### src/hw/rtl/rtp_pkg.sv
// ----------------------------------------------------------------------------
// rtp_pkg
// Shared types and constants for the ringtone parser: request and response
// payloads, the parser action bundle and the pitch table.
// ----------------------------------------------------------------------------
package rtp_pkg;

   localparam int unsigned PITCH_TABLE_ENTRIES = 49;
   localparam int unsigned PITCH_TABLE_SIZE    = 49;
   localparam int unsigned MS_PER_MINUTE       = 60000;
   localparam int unsigned DIV_WIDTH           = 18;
   localparam int unsigned DIVISOR_WIDTH       = 10;

   localparam logic [1:0] CSR_INIT_LENGTH = 2'd0;
   localparam logic [1:0] CSR_INIT_OCTAVE = 2'd1;
   localparam logic [1:0] CSR_INIT_TEMPO  = 2'd2;
   localparam logic [1:0] CSR_OCT_SHIFT   = 2'd3;

   typedef struct packed {
      logic [7:0] char_code;
      logic       song_start;
   } rtp_req_type;

   typedef struct packed {
      logic [11:0] tone_hz;
      logic [18:0] duration_ms;
      logic        is_rest;
      logic        bad_pitch;
      logic        last;
   } rtp_rsp_type;

   // what one request asks of the sequencer
   typedef struct packed {
      logic        emit;
      logic        last;
      logic        note_valid;
      logic        enter;
      logic        dotted;
      logic        is_rest;
      logic        bad_pitch;
      logic [11:0] tone_hz;
      logic [7:0]  note_divisor;
      logic [9:0]  tempo_divisor;
      logic [17:0] whole_note_ms;
   } rtp_action_type;

   function automatic logic [11:0] pitch_lookup(input logic [5:0] idx);
      logic [11:0] hz;
      case (idx)
         6'd1:  hz = 12'd262;   6'd2:  hz = 12'd277;   6'd3:  hz = 12'd294;
         6'd4:  hz = 12'd311;   6'd5:  hz = 12'd330;   6'd6:  hz = 12'd349;
         6'd7:  hz = 12'd370;   6'd8:  hz = 12'd392;   6'd9:  hz = 12'd415;
         6'd10: hz = 12'd440;   6'd11: hz = 12'd466;   6'd12: hz = 12'd494;
         6'd13: hz = 12'd523;   6'd14: hz = 12'd554;   6'd15: hz = 12'd587;
         6'd16: hz = 12'd622;   6'd17: hz = 12'd659;   6'd18: hz = 12'd698;
         6'd19: hz = 12'd740;   6'd20: hz = 12'd784;   6'd21: hz = 12'd831;
         6'd22: hz = 12'd880;   6'd23: hz = 12'd932;   6'd24: hz = 12'd988;
         6'd25: hz = 12'd1047;  6'd26: hz = 12'd1109;  6'd27: hz = 12'd1175;
         6'd28: hz = 12'd1245;  6'd29: hz = 12'd1319;  6'd30: hz = 12'd1397;
         6'd31: hz = 12'd1480;  6'd32: hz = 12'd1568;  6'd33: hz = 12'd1661;
         6'd34: hz = 12'd1760;  6'd35: hz = 12'd1865;  6'd36: hz = 12'd1976;
         6'd37: hz = 12'd2093;  6'd38: hz = 12'd2217;  6'd39: hz = 12'd2349;
         6'd40: hz = 12'd2489;  6'd41: hz = 12'd2637;  6'd42: hz = 12'd2794;
         6'd43: hz = 12'd2960;  6'd44: hz = 12'd3136;  6'd45: hz = 12'd3322;
         6'd46: hz = 12'd3520;  6'd47: hz = 12'd3729;  6'd48: hz = 12'd3951;
         default: hz = 12'd0;
      endcase
      return hz;
   endfunction

endpackage

### src/hw/rtl/rtttl_ringtone_parser.sv
// ----------------------------------------------------------------------------
// rtttl_ringtone_parser
// Ringtone string parser: one byte per request in, one note per response out.
//
// req_valid/req_stall/req_data carry one string byte and the song start flag.
// rsp_valid/rsp_stall/rsp_data carry one note: frequency, duration in ms,
// rest, bad pitch and end-of-song flags. csr_we/csr_index/csr_wdata write the
// initial length, octave, tempo and the octave shift, only while idle; the
// user must keep to this, the block itself does not enforce it. A byte that
// needs no division or response leaves the parser idle, so the next request is
// taken in the following cycle. A header or note end runs the bit-serial
// 18-bit divider, then a header end stores the whole-note length and a note end
// registers its response. End-of-song without a pending note skips the divider.
// The response register is separate from the divider, so a new request is
// taken while an earlier response waits under rsp_stall; a second response
// waits in the sequencer until the register drains, holding req_stall high.
// Reset clears the grammar state, restores the default length 4, octave 6,
// tempo 63 and octave shift -1, and empties the response register.
// ----------------------------------------------------------------------------
module rtttl_ringtone_parser (
   input  logic                 clock,
   input  logic                 reset,
   input  logic                 req_valid,
   output logic                 req_stall,
   input  rtp_pkg::rtp_req_type req_data,
   output logic                 rsp_valid,
   input  logic                 rsp_stall,
   output rtp_pkg::rtp_rsp_type rsp_data,
   input  logic                 csr_we,
   input  logic [1:0]           csr_index,
   input  logic [9:0]           csr_wdata
);
   import rtp_pkg::*;

   localparam logic [1:0] ST_IDLE = 2'd0;
   localparam logic [1:0] ST_DIV  = 2'd1;
   localparam logic [1:0] ST_OUT  = 2'd2;

   logic [1:0]  state_ff, state_in;
   logic        tempo_job_ff, tempo_job_in;
   logic        dotted_ff, dotted_in;
   rtp_rsp_type note_ff, note_in;
   logic        rsp_valid_ff, rsp_valid_in;
   rtp_rsp_type rsp_data_ff, rsp_data_in;

   rtp_action_type act;
   logic           accept;
   logic           div_start;
   logic           div_done;
   logic [DIV_WIDTH-1:0]     quotient;
   logic [DIV_WIDTH-1:0]     dividend;
   logic [DIVISOR_WIDTH-1:0] divisor;
   logic                     wn_we;
   logic                     out_free;

   assign accept    = req_valid && !req_stall;
   assign req_stall = (state_ff != ST_IDLE);
   assign div_start = accept && (act.enter || (act.emit && act.note_valid));
   assign dividend  = act.enter ? DIV_WIDTH'(MS_PER_MINUTE) : act.whole_note_ms;
   assign divisor   = act.enter ? act.tempo_divisor : {2'b00, act.note_divisor};
   assign wn_we     = div_done && tempo_job_ff;
   assign out_free  = !rsp_valid_ff || !rsp_stall;

   rtp_parser u_parser (
      .clock     (clock),
      .reset     (reset),
      .accept    (accept),
      .req       (req_data),
      .csr_we    (csr_we),
      .csr_index (csr_index),
      .csr_wdata (csr_wdata),
      .wn_we     (wn_we),
      .wn_value  ({quotient[15:0], 2'b00}),
      .act       (act)
   );

   rtp_divider u_divider (
      .clock    (clock),
      .reset    (reset),
      .start    (div_start),
      .dividend (dividend),
      .divisor  (divisor),
      .done     (div_done),
      .quotient (quotient)
   );

   always_comb begin
      state_in     = state_ff;
      tempo_job_in = tempo_job_ff;
      dotted_in    = dotted_ff;
      note_in      = note_ff;
      rsp_valid_in = rsp_valid_ff && rsp_stall;
      rsp_data_in  = rsp_data_ff;
      case (state_ff)
         ST_IDLE: begin
            if (accept) begin
               tempo_job_in        = act.enter;
               dotted_in           = act.dotted;
               note_in.tone_hz     = act.tone_hz;
               note_in.duration_ms = '0;
               note_in.is_rest     = act.is_rest;
               note_in.bad_pitch   = act.bad_pitch;
               note_in.last        = act.last;
               if (div_start) begin
                  state_in = ST_DIV;
               end else if (act.emit) begin
                  state_in = ST_OUT;
               end
            end
         end
         ST_DIV: begin
            if (div_done) begin
               if (tempo_job_ff) begin
                  state_in = ST_IDLE;
               end else begin
                  // dotted note adds half of the base length
                  note_in.duration_ms = {1'b0, quotient} +
                     (dotted_ff ? {2'b00, quotient[DIV_WIDTH-1:1]} : 19'd0);
                  state_in = ST_OUT;
               end
            end
         end
         ST_OUT: begin
            if (out_free) begin
               rsp_valid_in = 1'b1;
               rsp_data_in  = note_ff;
               state_in     = ST_IDLE;
            end
         end
         default: state_in = ST_IDLE;
      endcase
   end

   always_ff @(posedge clock) begin
      if (reset) begin
         state_ff     <= ST_IDLE;
         rsp_valid_ff <= 1'b0;
      end else begin
         state_ff     <= state_in;
         rsp_valid_ff <= rsp_valid_in;
      end
      tempo_job_ff <= tempo_job_in;
      dotted_ff    <= dotted_in;
      note_ff      <= note_in;
      rsp_data_ff  <= rsp_data_in;
   end

   assign rsp_valid = rsp_valid_ff;
   assign rsp_data  = rsp_data_ff;

endmodule

### src/hw/rtl/rtp_divider.sv
// ----------------------------------------------------------------------------
// rtp_divider
// Bit-serial restoring divider: 18-bit dividend by 10-bit divisor, one
// quotient bit per cycle, done pulses as the last quotient bit is registered.
// ----------------------------------------------------------------------------
module rtp_divider (
   input  logic                              clock,
   input  logic                              reset,
   input  logic                              start,
   input  logic [rtp_pkg::DIV_WIDTH-1:0]     dividend,
   input  logic [rtp_pkg::DIVISOR_WIDTH-1:0] divisor,
   output logic                              done,
   output logic [rtp_pkg::DIV_WIDTH-1:0]     quotient
);
   import rtp_pkg::*;

   localparam int unsigned CNT_W = $clog2(DIV_WIDTH);

   logic                     busy_ff, busy_in;
   logic                     done_ff, done_in;
   logic [CNT_W-1:0]         count_ff, count_in;
   logic [DIVISOR_WIDTH-1:0] rem_ff, rem_in;
   logic [DIVISOR_WIDTH-1:0] div_ff, div_in;
   logic [DIV_WIDTH-1:0]     quo_ff, quo_in;
   logic [DIVISOR_WIDTH:0]   trial;
   logic [DIVISOR_WIDTH:0]   diff;
   logic                     fits;

   // dividend bits shift out of the top of quo_ff as quotient bits shift in
   assign trial = {rem_ff, quo_ff[DIV_WIDTH-1]};
   assign diff  = trial - {1'b0, div_ff};
   assign fits  = trial >= {1'b0, div_ff};

   always_comb begin
      busy_in  = busy_ff;
      done_in  = 1'b0;
      count_in = count_ff;
      rem_in   = rem_ff;
      div_in   = div_ff;
      quo_in   = quo_ff;
      if (start) begin
         busy_in  = 1'b1;
         count_in = '0;
         rem_in   = '0;
         div_in   = divisor;
         quo_in   = dividend;
      end else if (busy_ff) begin
         rem_in = fits ? diff[DIVISOR_WIDTH-1:0] : trial[DIVISOR_WIDTH-1:0];
         quo_in = {quo_ff[DIV_WIDTH-2:0], fits};
         count_in = count_ff + 1'b1;
         if (count_ff == CNT_W'(DIV_WIDTH - 1)) begin
            busy_in = 1'b0;
            done_in = 1'b1;
         end
      end
   end

   always_ff @(posedge clock) begin
      if (reset) begin
         busy_ff  <= 1'b0;
         done_ff  <= 1'b0;
         count_ff <= '0;
      end else begin
         busy_ff  <= busy_in;
         done_ff  <= done_in;
         count_ff <= count_in;
      end
      rem_ff <= rem_in;
      div_ff <= div_in;
      quo_ff <= quo_in;
   end

   assign done     = done_ff;
   assign quotient = quo_ff;

endmodule

### src/hw/rtl/rtp_parser.sv
// ----------------------------------------------------------------------------
// rtp_parser
// Byte-level ringtone grammar: name skip, d/o/b header fields, note fields.
// Holds the song defaults and the pending note, and tells the sequencer
// what each request needs (whole-note division, note emit).
// ----------------------------------------------------------------------------
module rtp_parser (
   input  logic                  clock,
   input  logic                  reset,
   input  logic                  accept,
   input  rtp_pkg::rtp_req_type  req,
   input  logic                  csr_we,
   input  logic [1:0]            csr_index,
   input  logic [9:0]            csr_wdata,
   input  logic                  wn_we,
   input  logic [17:0]           wn_value,
   output rtp_pkg::rtp_action_type act
);
   import rtp_pkg::*;

   localparam logic [3:0] PH_NAME     = 4'd0;
   localparam logic [3:0] PH_D_KEY    = 4'd1;
   localparam logic [3:0] PH_D_EQ     = 4'd2;
   localparam logic [3:0] PH_D_NUM    = 4'd3;
   localparam logic [3:0] PH_O_KEY    = 4'd4;
   localparam logic [3:0] PH_O_EQ     = 4'd5;
   localparam logic [3:0] PH_O_DIG    = 4'd6;
   localparam logic [3:0] PH_O_SEP    = 4'd7;
   localparam logic [3:0] PH_B_KEY    = 4'd8;
   localparam logic [3:0] PH_B_EQ     = 4'd9;
   localparam logic [3:0] PH_B_NUM    = 4'd10;
   localparam logic [3:0] PH_N_START  = 4'd11;
   localparam logic [3:0] PH_N_LETTER = 4'd12;
   localparam logic [3:0] PH_N_SHARP  = 4'd13;
   localparam logic [3:0] PH_N_DOT    = 4'd14;
   localparam logic [3:0] PH_N_OCT    = 4'd15;

   localparam logic [7:0] CH_NUL   = 8'h00;
   localparam logic [7:0] CH_COLON = 8'h3A;
   localparam logic [7:0] CH_SHARP = 8'h23;
   localparam logic [7:0] CH_DOT   = 8'h2E;
   localparam logic [7:0] CH_COMMA = 8'h2C;
   localparam logic [7:0] CH_ZERO  = 8'h30;
   localparam logic [7:0] CH_THREE = 8'h33;
   localparam logic [7:0] CH_SEVEN = 8'h37;
   localparam logic [7:0] CH_NINE  = 8'h39;
   localparam logic [7:0] CH_A     = 8'h61;
   localparam logic [7:0] CH_B     = 8'h62;
   localparam logic [7:0] CH_C     = 8'h63;
   localparam logic [7:0] CH_D     = 8'h64;
   localparam logic [7:0] CH_E     = 8'h65;
   localparam logic [7:0] CH_F     = 8'h66;
   localparam logic [7:0] CH_G     = 8'h67;
   localparam logic [7:0] CH_O     = 8'h6F;

   localparam logic signed [8:0] IDX_LIMIT = 9'(PITCH_TABLE_ENTRIES);
   localparam logic signed [8:0] TBL_LIMIT = 9'(PITCH_TABLE_SIZE);

   logic [3:0]  phase_ff, phase_in;
   logic [9:0]  acc_ff, acc_in;
   logic [7:0]  dlen_ff, dlen_in;
   logic [2:0]  doct_ff, doct_in;
   logic [9:0]  tempo_ff, tempo_in;
   logic [1:0]  shift_ff, shift_in;
   logic [17:0] wn_ff, wn_in;
   logic [7:0]  pdiv_ff, pdiv_in;
   logic [3:0]  pstep_ff, pstep_in;
   logic        pdot_ff, pdot_in;
   logic [3:0]  poct_ff, poct_in;
   logic        npend_ff, npend_in;

   logic [7:0]  c;
   logic        is_dig;
   logic        emit, last, note_valid, enter, start_note;
   logic [3:0]  letter_step;

   logic signed [5:0] oct_sum;
   logic signed [8:0] oct_ext;
   logic signed [8:0] idx;
   logic              rest;
   logic              bad;
   logic [7:0]        dv;

   function automatic logic [9:0] accum(input logic [9:0] a, input logic [3:0] d);
      logic [13:0] v;
      v = 14'({a, 3'b000}) + 14'({a, 1'b0}) + 14'(d);
      return (v > 14'd1023) ? 10'd1023 : v[9:0];
   endfunction

   function automatic logic [7:0] sat255(input logic [9:0] a);
      return (a > 10'd255) ? 8'd255 : a[7:0];
   endfunction

   assign c      = req.char_code;
   assign is_dig = (c >= CH_ZERO) && (c <= CH_NINE);

   always_comb begin
      case (c)
         CH_C:    letter_step = 4'd1;
         CH_D:    letter_step = 4'd3;
         CH_E:    letter_step = 4'd5;
         CH_F:    letter_step = 4'd6;
         CH_G:    letter_step = 4'd8;
         CH_A:    letter_step = 4'd10;
         CH_B:    letter_step = 4'd12;
         default: letter_step = 4'd0;
      endcase
   end

   always_comb begin
      phase_in   = phase_ff;
      acc_in     = acc_ff;
      dlen_in    = dlen_ff;
      doct_in    = doct_ff;
      tempo_in   = tempo_ff;
      pdiv_in    = pdiv_ff;
      pstep_in   = pstep_ff;
      pdot_in    = pdot_ff;
      poct_in    = poct_ff;
      npend_in   = npend_ff;
      emit       = 1'b0;
      last       = 1'b0;
      note_valid = 1'b0;
      enter      = 1'b0;
      start_note = 1'b0;

      if (req.song_start) begin
         phase_in = PH_NAME;
         acc_in   = '0;
         npend_in = 1'b0;
      end

      if (c == CH_NUL) begin
         emit       = 1'b1;
         last       = 1'b1;
         note_valid = npend_in;
         npend_in   = 1'b0;
         phase_in   = PH_NAME;
         acc_in     = '0;
      end else begin
         case (phase_in)
            PH_NAME: begin
               if (c == CH_COLON) phase_in = PH_D_KEY;
            end
            PH_D_KEY, PH_O_KEY, PH_B_KEY: begin
               if (phase_in == PH_D_KEY && c == CH_D) begin
                  phase_in = PH_D_EQ;
               end else if (phase_in != PH_B_KEY && c == CH_O) begin
                  phase_in = PH_O_EQ;
               end else if (c == CH_B) begin
                  phase_in = PH_B_EQ;
               end else begin
                  enter      = 1'b1;
                  start_note = 1'b1;
               end
            end
            PH_D_EQ: begin
               acc_in   = '0;
               phase_in = PH_D_NUM;
            end
            PH_D_NUM: begin
               if (is_dig) begin
                  acc_in = accum(acc_ff, c[3:0]);
               end else begin
                  if (acc_ff != '0) dlen_in = sat255(acc_ff);
                  acc_in   = '0;
                  phase_in = PH_O_KEY;
               end
            end
            PH_O_EQ:  phase_in = PH_O_DIG;
            PH_O_DIG: begin
               if (c >= CH_THREE && c <= CH_SEVEN) doct_in = c[2:0];
               phase_in = PH_O_SEP;
            end
            PH_O_SEP: phase_in = PH_B_KEY;
            PH_B_EQ: begin
               acc_in   = '0;
               phase_in = PH_B_NUM;
            end
            PH_B_NUM: begin
               if (is_dig) begin
                  acc_in = accum(acc_ff, c[3:0]);
               end else begin
                  if (acc_ff != '0) tempo_in = acc_ff;
                  enter = 1'b1;
               end
            end
            PH_N_START: start_note = 1'b1;
            default: begin
               // note tail: sharp, dot, octave digit, else the note ends here
               if (c == CH_SHARP && phase_in == PH_N_LETTER) begin
                  pstep_in = pstep_ff + 1'b1;
                  phase_in = PH_N_SHARP;
               end else if (c == CH_DOT &&
                            (phase_in == PH_N_LETTER || phase_in == PH_N_SHARP)) begin
                  pdot_in  = 1'b1;
                  phase_in = PH_N_DOT;
               end else if (is_dig && phase_in != PH_N_OCT) begin
                  poct_in  = c[3:0];
                  phase_in = PH_N_OCT;
               end else begin
                  emit       = 1'b1;
                  note_valid = 1'b1;
                  npend_in   = 1'b0;
                  phase_in   = PH_N_START;
                  start_note = (c != CH_COMMA);
               end
            end
         endcase
      end

      if (enter) begin
         acc_in   = '0;
         phase_in = PH_N_START;
      end

      if (start_note) begin
         if (is_dig) begin
            acc_in = accum(acc_in, c[3:0]);
         end else begin
            pdiv_in  = sat255(acc_in);
            acc_in   = '0;
            pstep_in = letter_step;
            pdot_in  = 1'b0;
            poct_in  = {1'b0, doct_in};
            npend_in = 1'b1;
            phase_in = PH_N_LETTER;
         end
      end
   end

   // pitch and divisor of the note held before this request
   always_comb begin
      oct_sum = $signed({2'b00, poct_ff}) + $signed({{4{shift_ff[1]}}, shift_ff}) - 6'sd4;
      oct_ext = 9'(oct_sum);
      idx     = (oct_ext <<< 3) + (oct_ext <<< 2) + $signed({5'b00000, pstep_ff});
      rest    = (pstep_ff == 4'd0);
      bad     = !rest && ((idx < 9'sd1) || (idx >= IDX_LIMIT));
      dv      = (pdiv_ff != '0) ? pdiv_ff : dlen_ff;
      if (dv == '0) dv = 8'd1;

      act.emit          = emit;
      act.last          = last;
      act.note_valid    = note_valid;
      act.enter         = enter;
      act.dotted        = pdot_ff;
      act.is_rest       = note_valid ? rest : 1'b1;
      act.bad_pitch     = note_valid && bad;
      act.tone_hz       = '0;
      if (note_valid && !rest && !bad) begin
         act.tone_hz = (idx < TBL_LIMIT) ? pitch_lookup(idx[5:0]) : 12'hFFF;
      end
      act.note_divisor  = dv;
      act.tempo_divisor = (tempo_in == '0) ? 10'd1 : tempo_in;
      act.whole_note_ms = wn_ff;
   end

   always_comb begin
      shift_in = shift_ff;
      wn_in    = wn_ff;
      if (wn_we) wn_in = wn_value;
      if (csr_we) begin
         case (csr_index)
            CSR_OCT_SHIFT: shift_in = csr_wdata[1:0];
            default:       shift_in = shift_ff;
         endcase
      end
   end

   always_ff @(posedge clock) begin
      if (reset) begin
         phase_ff <= PH_NAME;
         acc_ff   <= '0;
         dlen_ff  <= 8'd4;
         doct_ff  <= 3'd6;
         tempo_ff <= 10'd63;
         shift_ff <= 2'b11;
         wn_ff    <= '0;
         pdiv_ff  <= '0;
         pstep_ff <= '0;
         pdot_ff  <= 1'b0;
         poct_ff  <= '0;
         npend_ff <= 1'b0;
      end else begin
         shift_ff <= shift_in;
         wn_ff    <= wn_in;
         if (csr_we) begin
            case (csr_index)
               CSR_INIT_LENGTH: dlen_ff  <= csr_wdata[7:0];
               CSR_INIT_OCTAVE: doct_ff  <= csr_wdata[2:0];
               CSR_INIT_TEMPO:  tempo_ff <= csr_wdata;
               default:         dlen_ff  <= dlen_ff;
            endcase
         end else if (accept) begin
            phase_ff <= phase_in;
            acc_ff   <= acc_in;
            dlen_ff  <= dlen_in;
            doct_ff  <= doct_in;
            tempo_ff <= tempo_in;
            pdiv_ff  <= pdiv_in;
            pstep_ff <= pstep_in;
            pdot_ff  <= pdot_in;
            poct_ff  <= poct_in;
            npend_ff <= npend_in;
         end
      end
   end

endmodule

### config.mk
export PLATFORM = sky130hd
export DESIGN_NAME = rtttl_ringtone_parser
export DESIGN_NICKNAME = d
export VERILOG_FILES = /design/src/hw/rtl/rtp_pkg.sv /design/src/hw/rtl/rtttl_ringtone_parser.sv /design/src/hw/rtl/rtp_divider.sv /design/src/hw/rtl/rtp_parser.sv
export SDC_FILE = /design/constraint.sdc
export NUM_CORES = 1
export LEC_CHECK = 0
export ABC_AREA = 1
export BUFFER_PORTS_ARGS = -buffer_cell sky130_fd_sc_hd__buf_2
export CAP_MARGIN = 15
export CORE_AREA = 2 2 176 178
export CTS_CLUSTER_SIZE = 12
export DETAILED_ROUTE_END_ITERATION = 10
export DIE_AREA = 0 0 178 180
export PLACE_DENSITY = 0.69
export SYNTH_ARGS = -nofsm -noshare
export SYNTH_HDL_FRONTEND = slang
export SYNTH_HIERARCHICAL = 1
export SYNTH_SLANG_ARGS = --single-unit
### constraint.sdc
create_clock -name clock -period 7.7 [get_ports clock]
set_input_delay 0.385 -clock clock [delete_from_list [all_inputs] [get_ports clock]]
set_output_delay 0.385 -clock clock [all_outputs]
set_load 0.03 [all_outputs]
-- Word level (Yosys, flattened, before mapping)
Memory sizes are Yosys's and may differ from the RTL's. A register that Yosys moved wholly into a read port is not among the register bits.
Cells that the tools add are included.
- add/subtract/negate cells: 12
- magnitude comparators: 11
- equality and inequality tests: 43
- multiplexer cells: 118
- bitwise gates (word level): 4
- reduce and logical (&&, ||, !) cells: 59
- operators with widths (kind ; count):
    $mux W10 ; 17
    $mux W8 ; 13
    $mux W4 ; 24
    $eq A8 B7 Y1 const B ; 8
    $mux W18 ; 3
    $mux W19 ; 2
    $pmux W19 S2 ; 1
    $mux W1 ; 37
    $pmux W4 S9 ; 1
    $pmux W10 S3 ; 1
    $add A13 B11 Y14 ; 2
    $add A14 B4 Y14 ; 2
    $gt A14 B10 Y1 const B ; 2
    $pmux W4 S7 ; 1
    $eq A4 B4 Y1 const B ; 6
    $eq A8 B6 Y1 const B ; 3
    $mux W22 ; 1
    $mux W3 ; 7
    $gt A10 B8 Y1 const B ; 2
    $add A18 B17 Y19 ; 1
    $mux W17 ; 1
    $eq A4 B3 Y1 const B ; 4
    $ge A8 B6 Y1 const B ; 2
    $le A8 B6 Y1 const B ; 2
    42 further kinds ; 104
- register bits: 177
- memory bits (read-only): 768
- output and inout port bits: 36
- word-level logic and storage cells: 280
- memories: 1
- memory list (name ; words ; bits a word ; read ports ; clocked after memory_dff ; wr ports ; line ; source):
    (no name shown) ; 64 ; 12 ; 1 ; 1 ; 0 ; rtp_pkg.sv:49 ; case (idx)

-- Logic depth before layout (Yosys ltp)
- depth after elaboration: 14
- gate-level depth with buffers: 32
- gate-level depth less buffers: 32

-- Cells and area by module
Netlist, hierarchy kept.
- modules (own cells, without submodules) (module ; times used ; cells an instance ; area an instance (um2) ; sequential area each (um2)):
    rtp_parser ; 1 ; 1156 ; 7179.4 ; 1461.4
    rtttl_ringtone_parser ; 1 ; 412 ; 3778.6 ; 2162.1
    rtp_divider ; 1 ; 312 ; 2502.4 ; 1181.1

-- Worst setup path before layout
Ideal clock, no wire load.
- kind: in2reg
- start: in req_data[4] in the netlist's numbering
- end: reg u_parser.acc_ff[1]
- data arrival time: 4389 ps
- path slack: 3189 ps
- stages on the path: 28
- path buffers: 0
- cells stage by stage: fa_1 fa_1 nand2_1 nand3_1 nand3_1 nand2_1 nand2_1 nand2_1 nor2_1 nand3_1 nand2_1 nand2_1 nand2_2 xor2_1 inv_1 ha_1 inv_1 fa_1 o21ai_0 nand2_1 nand3_1 xor2_1 nor3_1 nand2_1 nor2_4 nand2_1 nand2_1 a21oi_2
- cells in the longest elaborated chain, start to end: 13
- elaborated cells on any way between the ends: 40
- classes of those cells: 3 x add/sub; 4 x order compare; 6 x eq/ne; 20 x mux; 7 x reduce/logical
- RTL lines (item ; line ; source):
    start, declared ; rtttl_ringtone_parser.sv:25 ; input rtp_pkg::rtp_req_type req_data,
    $add A14 B4 Y14 (tied with other cells) ; rtp_parser.sv:86 ; v = 14'({a, 3'b000}) + 14'({a, 1'b0}) + 14'(d);
    $gt A14 B10 Y1 (tied with other cells) ; rtp_parser.sv:87 ; return (v > 14'd1023) ? 10'd1023 : v[9:0];
    $mux W10 / $mux W1 (equally long branches) ; rtp_parser.sv:87, rtp_parser.sv:148 ;
    $mux W10 (tied with other cells) ; rtp_parser.sv:181 ; if (is_dig) begin
    $pmux W10 S3 / $pmux W1 S2 (equally long branches) ; rtp_parser.sv:141 ; case (phase_in)
    $mux W10 / $mux W1 (equally long branches) ; rtp_parser.sv:133 ; if (c == CH_NUL) begin
    $mux W10 ; rtp_parser.sv:212 ; if (enter) begin
    $add A13 B11 Y14 ; rtp_parser.sv:86 ;
    $add A14 B4 Y14 ; rtp_parser.sv:86 ;
    $gt A14 B10 Y1 ; rtp_parser.sv:87 ;
    $mux W10 ; rtp_parser.sv:87 ;
    $mux W10 ; rtp_parser.sv:218 ; if (is_dig) begin
    $mux W10 (*) ; rtp_parser.sv:217 ; if (start_note) begin
    end signal, assigned ; rtp_parser.sv:296 ; acc_ff <= acc_in;
    end, declared ; rtp_parser.sv:60 ; logic [9:0] acc_ff, acc_in;
Mark *: on every way between the ends. The rest lies on a longest branch, timed or not.
A chain may end at the register's enable or synchronous reset.

-- Final worst setup path
- start: reg u_parser.acc_ff[2]
- end: reg u_parser.acc_ff[5]
- cells in the longest elaborated chain, start to end: 14
- elaborated cells on any way between the ends: 16
- classes of those cells: 4 x add/sub; 2 x order compare; 10 x mux
- RTL lines (item ; line):
    $add A13 B11 Y14 ; rtp_parser.sv:86
    $add A14 B4 Y14 ; rtp_parser.sv:86
    $gt A14 B10 Y1 ; rtp_parser.sv:87
    $mux W10 ; rtp_parser.sv:87
    $mux W10, on equally long branches ; rtp_parser.sv:181, rtp_parser.sv:162
    $pmux W10 S3 (*) ; rtp_parser.sv:141
    $mux W10 (*) ; rtp_parser.sv:133
    $mux W10 (*) ; rtp_parser.sv:212
    $add A13 B11 Y14 ; rtp_parser.sv:86
    $add A14 B4 Y14 ; rtp_parser.sv:86
    $gt A14 B10 Y1 ; rtp_parser.sv:87
    $mux W10 ; rtp_parser.sv:87
    $mux W10 ; rtp_parser.sv:218
    $mux W10 (*) ; rtp_parser.sv:217
Marks and branches as above.

==> results.md <==
Status:
- The run finished with clean final reports.

Hold path:
- The count of cells along the worst hold path is 3.
- The worst hold path belongs to the class input port to flip-flop.

Yosys:
- The synthesis warning total is 6.
- Sorting the synthesized cells by area gives the leading types as sky130_fd_sc_hd__edfxtp_1 (22%), sky130_fd_sc_hd__dfxtp_1 (14%), sky130_fd_sc_hd__nand2_1 (13%), sky130_fd_sc_hd__ha_1 (8.4%), sky130_fd_sc_hd__inv_1 (7.6%).
- The gate count after technology mapping is 1880.
- In this run, synthesis inferred 98 flip-flops with an integrated enable.
- In this run the cell area of the synthesized design comes to 0.0135 mm2.
- Dividing the synthesized area by the synthesized cell count gives 7.16 um2.
- The area share of the largest cell type after synthesis is 21.9%.
- The largest total area in the synthesized netlist belongs to sky130_fd_sc_hd__edfxtp_1.
- The register area share after synthesis is 35.7%.
- The post-synthesis register bit count is 191.
- The synthesized netlist contains 64 unique library cells.
- In the synthesized netlist the dominant register cell turns out to be sky130_fd_sc_hd__edfxtp_1.
- The post-synthesis async set-or-reset flop share is 0%.

GRT:
- The initial antenna violation count is 0.
- Entering global routing, the biggest net connects 35 pins.
- After global routing the overflow that remains totals 0.
- The first global-routing pass estimated 57100 um of wire.
- The number of global-route vias before repair is 11600.
- Global routing consumed, over all layers together, 21.8% of the routing resources.

Placement:
- The total instance count after detailed placement is 2293.
- The placed instances occupy a cell area of 0.0140 mm2.
- The count of buffers added on input and output ports is 61.
- The half-perimeter wire length after detailed placement is 26500 um.
- At the end of routability-driven placement, the weighted congestion stood at 0.940.
- OpenSTA, run right after detailed placement, puts the worst setup slack at 2.41 ns.

STA:
- Setup violations remaining at the end of the flow were counted as 0.
- On the final layout, the worst clock skew is 0.0132 ns.
- In the finished design, the share of the clock period the worst path needs comes to 67.2%.
- At the pin with the least slew margin, the transition time is 1.01 ns.
- Static timing analysis puts the maximum clock frequency at 0.193 GHz.
- Setup slack on the critical path of the routed design comes to 2.53 ns.
- Setup repair after global routing left no endpoint under its margin.
- The final-report max-slew violation count is 0.
- The smallest clock period supported by the final layout is computed as 5.17 ns.
- The headroom to the max-slew limit is 32.6%.
- Adding up every negative setup slack in the final design gives 0 ns.
- The final hold slack is 0.188 ns.
- The count of final hold-check violations is 0.

Drt:
- The final route contains 12400 vias.
- The number of vias per cell is 5.34.
- The detailed-route DRC error count is 0.
- For this block, the initial DRC count from the detailed router was 1092.
- Wires add up to 34900 um.
- Once detail routing completed, the nets flagged for antenna violations numbered 0.
- In the final routed layout, each cell accounts on average for 15.0 um.
- The first-pass detailed-route iteration total is 6.

Critical path:
- The biggest fanout along the worst timing path is 6.
- The cell family with the largest share of critical-path delay is simple AND/OR/NAND/NOR gates.
- The worst register-to-register path has a depth of 28.
- In this design, the stage delay of the slowest critical-path cell is 0.53 ns.
- At the worst endpoint, the required time is 8.03 ns.
- The number of cells on the critical path is 28.
- The total buffers and inverters traversed by the critical path is 2.
- The kind of end point of the critical path is a flip-flop.
- At the worst endpoint, the arrival time is 5.50 ns.
- The type of the setup path with the least slack is flip-flop to flip-flop.
- The sort of element at the start of the critical path is a flip-flop.
- The most frequent cell on the critical path is sky130_fd_sc_hd__nand2_1.
- The largest individual stage delay along the critical path comes from the cell sky130_fd_sc_hd__fa_1.

Final layout:
- From synthesis to final layout, the design area changed by 8.65%.
- The finished layout holds 2325 standard cells, fillers aside.
- The layout net count is 2041.
- The share of post-route cells with drive strength above 1 is 9.54%.
- The number of fillers in the final layout is 2971.
- The summed area of non-filler cells in the final layout is 0.0146 mm2.
- The number of antenna cells inserted is 0.

Floorplanning:
- The row count is 64.
- The vertical die dimension is 180 um.
- The total die area is 0.0320 mm2.
- Once the floorplan was initialized, standard cells occupied 44.6% of the core.
- 62 I/O pins were placed.
- The total core area is 0.0302 mm2.
- The die outline width is 178 um.

Clock network:
- In this run the post-CTS setup repair buffer count came out at 0.
- The number of hold-repair buffers added at the cts stage is 0.
- The clock input transition at the sequential cells of the worst setup and hold paths is 0.08 ns.
- The clock tree from TritonCTS is built.
- At the later pin of the worst-skew pair, clock insertion delay measures 0.44 ns.
- The CTS H-tree depth is 4.
- The CTS root buffer is sky130_fd_sc_hd__clkbuf_16.
- The maximum buffer depth of the clock tree is 2.
- The number of instances resized during post-cts repair is 0.
- The total clock buffers created by CTS is 17.
- The number of clock sinks seen by CTS is 191.

Power and ir drop:
- The total power per unit cell area is 216 mW/mm2.
- The analysis attributes to cell leakage a power of 7.17 nW.
- The highest ir drop seen on vdd is 0.173 mV.

Flow run:
- The tool flagged a number of max-cap violations equal to 0.
## cell type report
class	instances	area (um2)	share of cell area, %
repair buffers	66	343	2.34
flip-flops and latches	191	4800	32.9
well taps	396	495	3.39
clock inverters	15	150	1.03
clock buffers	17	425	2.91
multi-input cells	1351	7310	50.0
inverters	289	1090	7.49
## tightest hold or removal path, stage by stage
cell and delay, ns:
sky130_fd_sc_hd__buf_2 0.09, sky130_fd_sc_hd__a21oi_1 0.06, sky130_fd_sc_hd__o21ai_0 0.06
## synthesized netlist by cell type (3+ instances only)
| cell type | number |
|---|---|
| sky130_fd_sc_hd__nor4_1 | 7 |
| sky130_fd_sc_hd__o31ai_1 | 5 |
| sky130_fd_sc_hd__buf_6 | 6 |
| sky130_fd_sc_hd__nand2_4 | 5 |
| sky130_fd_sc_hd__nand3b_1 | 5 |
| sky130_fd_sc_hd__a211oi_1 | 3 |
| sky130_fd_sc_hd__edfxtp_1 | 98 |
| sky130_fd_sc_hd__inv_2 | 10 |
| sky130_fd_sc_hd__o21ai_1 | 9 |
| sky130_fd_sc_hd__nor2_2 | 13 |
| sky130_fd_sc_hd__o22ai_1 | 4 |
| sky130_fd_sc_hd__a21o_1 | 4 |
| sky130_fd_sc_hd__nand3_1 | 88 |
| sky130_fd_sc_hd__xnor2_1 | 11 |
| sky130_fd_sc_hd__nand3_2 | 11 |
| sky130_fd_sc_hd__nor3_1 | 22 |
| sky130_fd_sc_hd__a21oi_1 | 118 |
| sky130_fd_sc_hd__dfxtp_1 | 93 |
| sky130_fd_sc_hd__or2_2 | 7 |
| sky130_fd_sc_hd__o221ai_1 | 4 |
| sky130_fd_sc_hd__a31oi_1 | 21 |
| sky130_fd_sc_hd__clkbuf_1 | 30 |
| sky130_fd_sc_hd__o21bai_1 | 3 |
| sky130_fd_sc_hd__o211ai_1 | 7 |
| sky130_fd_sc_hd__nand2_2 | 17 |
| sky130_fd_sc_hd__xor2_1 | 20 |
| sky130_fd_sc_hd__nand4_1 | 14 |
| sky130_fd_sc_hd__nor2_1 | 199 |
| sky130_fd_sc_hd__clkinv_1 | 4 |
| sky130_fd_sc_hd__inv_1 | 272 |
| sky130_fd_sc_hd__buf_4 | 6 |
| sky130_fd_sc_hd__nand2_1 | 478 |
| sky130_fd_sc_hd__o21ai_0 | 141 |
| sky130_fd_sc_hd__a21oi_2 | 5 |
| sky130_fd_sc_hd__nor2_4 | 3 |
| sky130_fd_sc_hd__buf_2 | 7 |
| sky130_fd_sc_hd__ha_1 | 90 |
| sky130_fd_sc_hd__fa_1 | 9 |
## per-stage QoR
stage	total power, mW	util [%]
floorplan	2.04	-
global placement	2.26	46.5
detailed placement	2.27	46.5
CTS	3.16	48.4
global route	3.35	48.4
finish	3.15	48.4
## final timing paths
| kind | start | endpoint | slack (ns) |
|---|---|---|---|
| setup / recovery | u_parser/acc_ff[2] | u_parser/acc_ff[5] | 2.53 |
| hold / removal | csr_wdata[0] | u_parser/shift_ff[0] | 0.19 |
| setup reg to reg | u_parser/acc_ff[2] | u_parser/acc_ff[5] | 2.53 |
| hold reg to reg | note_ff[24] | rsp_data[24] | 0.42 |
## sequential cells by signal (all words and copies together), names as in the netlist, 2 cells and up
name                count
note_ff                34
rsp_data               34
state_ff                2
u_divider/count_ff      5
u_divider/div_ff       10
u_divider/quotient     18
u_divider/rem_ff       10
u_parser/acc_ff        10
u_parser/dlen_ff        8
u_parser/doct_ff        3
u_parser/pdiv_ff        8
u_parser/phase_ff       4
u_parser/poct_ff        4
u_parser/pstep_ff       4
u_parser/shift_ff       2
u_parser/tempo_ff      10
u_parser/wn_ff         18
## where the power goes
| part | switching (mW) | total, mW | internal (mW) |
|---|---|---|---|
| logic | 0.702 | 1.05 | 0.348 |
| clock network | 0.425 | 0.883 | 0.458 |
| registers | 0.0586 | 1.22 | 1.16 |
## layout by cell type (no fill, tap or decap), types with 10 or more instances in the layout
cell type	Yosys	final
sky130_fd_sc_hd__nand2_1	478	478
sky130_fd_sc_hd__inv_1	272	272
sky130_fd_sc_hd__nor2_1	199	198
sky130_fd_sc_hd__o21ai_0	141	140
sky130_fd_sc_hd__a21oi_1	118	118
sky130_fd_sc_hd__edfxtp_1	98	98
sky130_fd_sc_hd__dfxtp_1	93	93
sky130_fd_sc_hd__ha_1	90	90
sky130_fd_sc_hd__nand3_1	88	88
sky130_fd_sc_hd__buf_2	7	61
sky130_fd_sc_hd__nor3_1	22	22
sky130_fd_sc_hd__a31oi_1	21	21
sky130_fd_sc_hd__xor2_1	20	20
sky130_fd_sc_hd__nand2_2	17	17
sky130_fd_sc_hd__clkbuf_16	0	17
sky130_fd_sc_hd__nand4_1	14	14
sky130_fd_sc_hd__nor2_2	13	13
sky130_fd_sc_hd__nand3_2	11	11
sky130_fd_sc_hd__xnor2_1	11	11
sky130_fd_sc_hd__inv_2	10	10
## routing by layer
layer	wire length, um	part of all wire, %	track usage, %
met1	15700	45	29.1
met4	745	2.1	6.56
met3	1770	5.1	2.39
met2	16600	48	37.0
met5	0	0	0
## cells by family after synthesis
| kind of cell | after synthesis | share of synthesized area, % |
|---|---|---|
| mux | 2 | 0.149 |
| buf+inv | 339 | 10.1 |
| flops | 191 | 35.7 |
| fa+ha+maj | 99 | 9.70 |
| other cells | 1 | 0.0279 |
| simple gates | 878 | 28.3 |
| compound gates | 339 | 14.0 |
| xor+xnor | 31 | 2.02 |
Note: power is estimated with default switching activity, not from simulation.
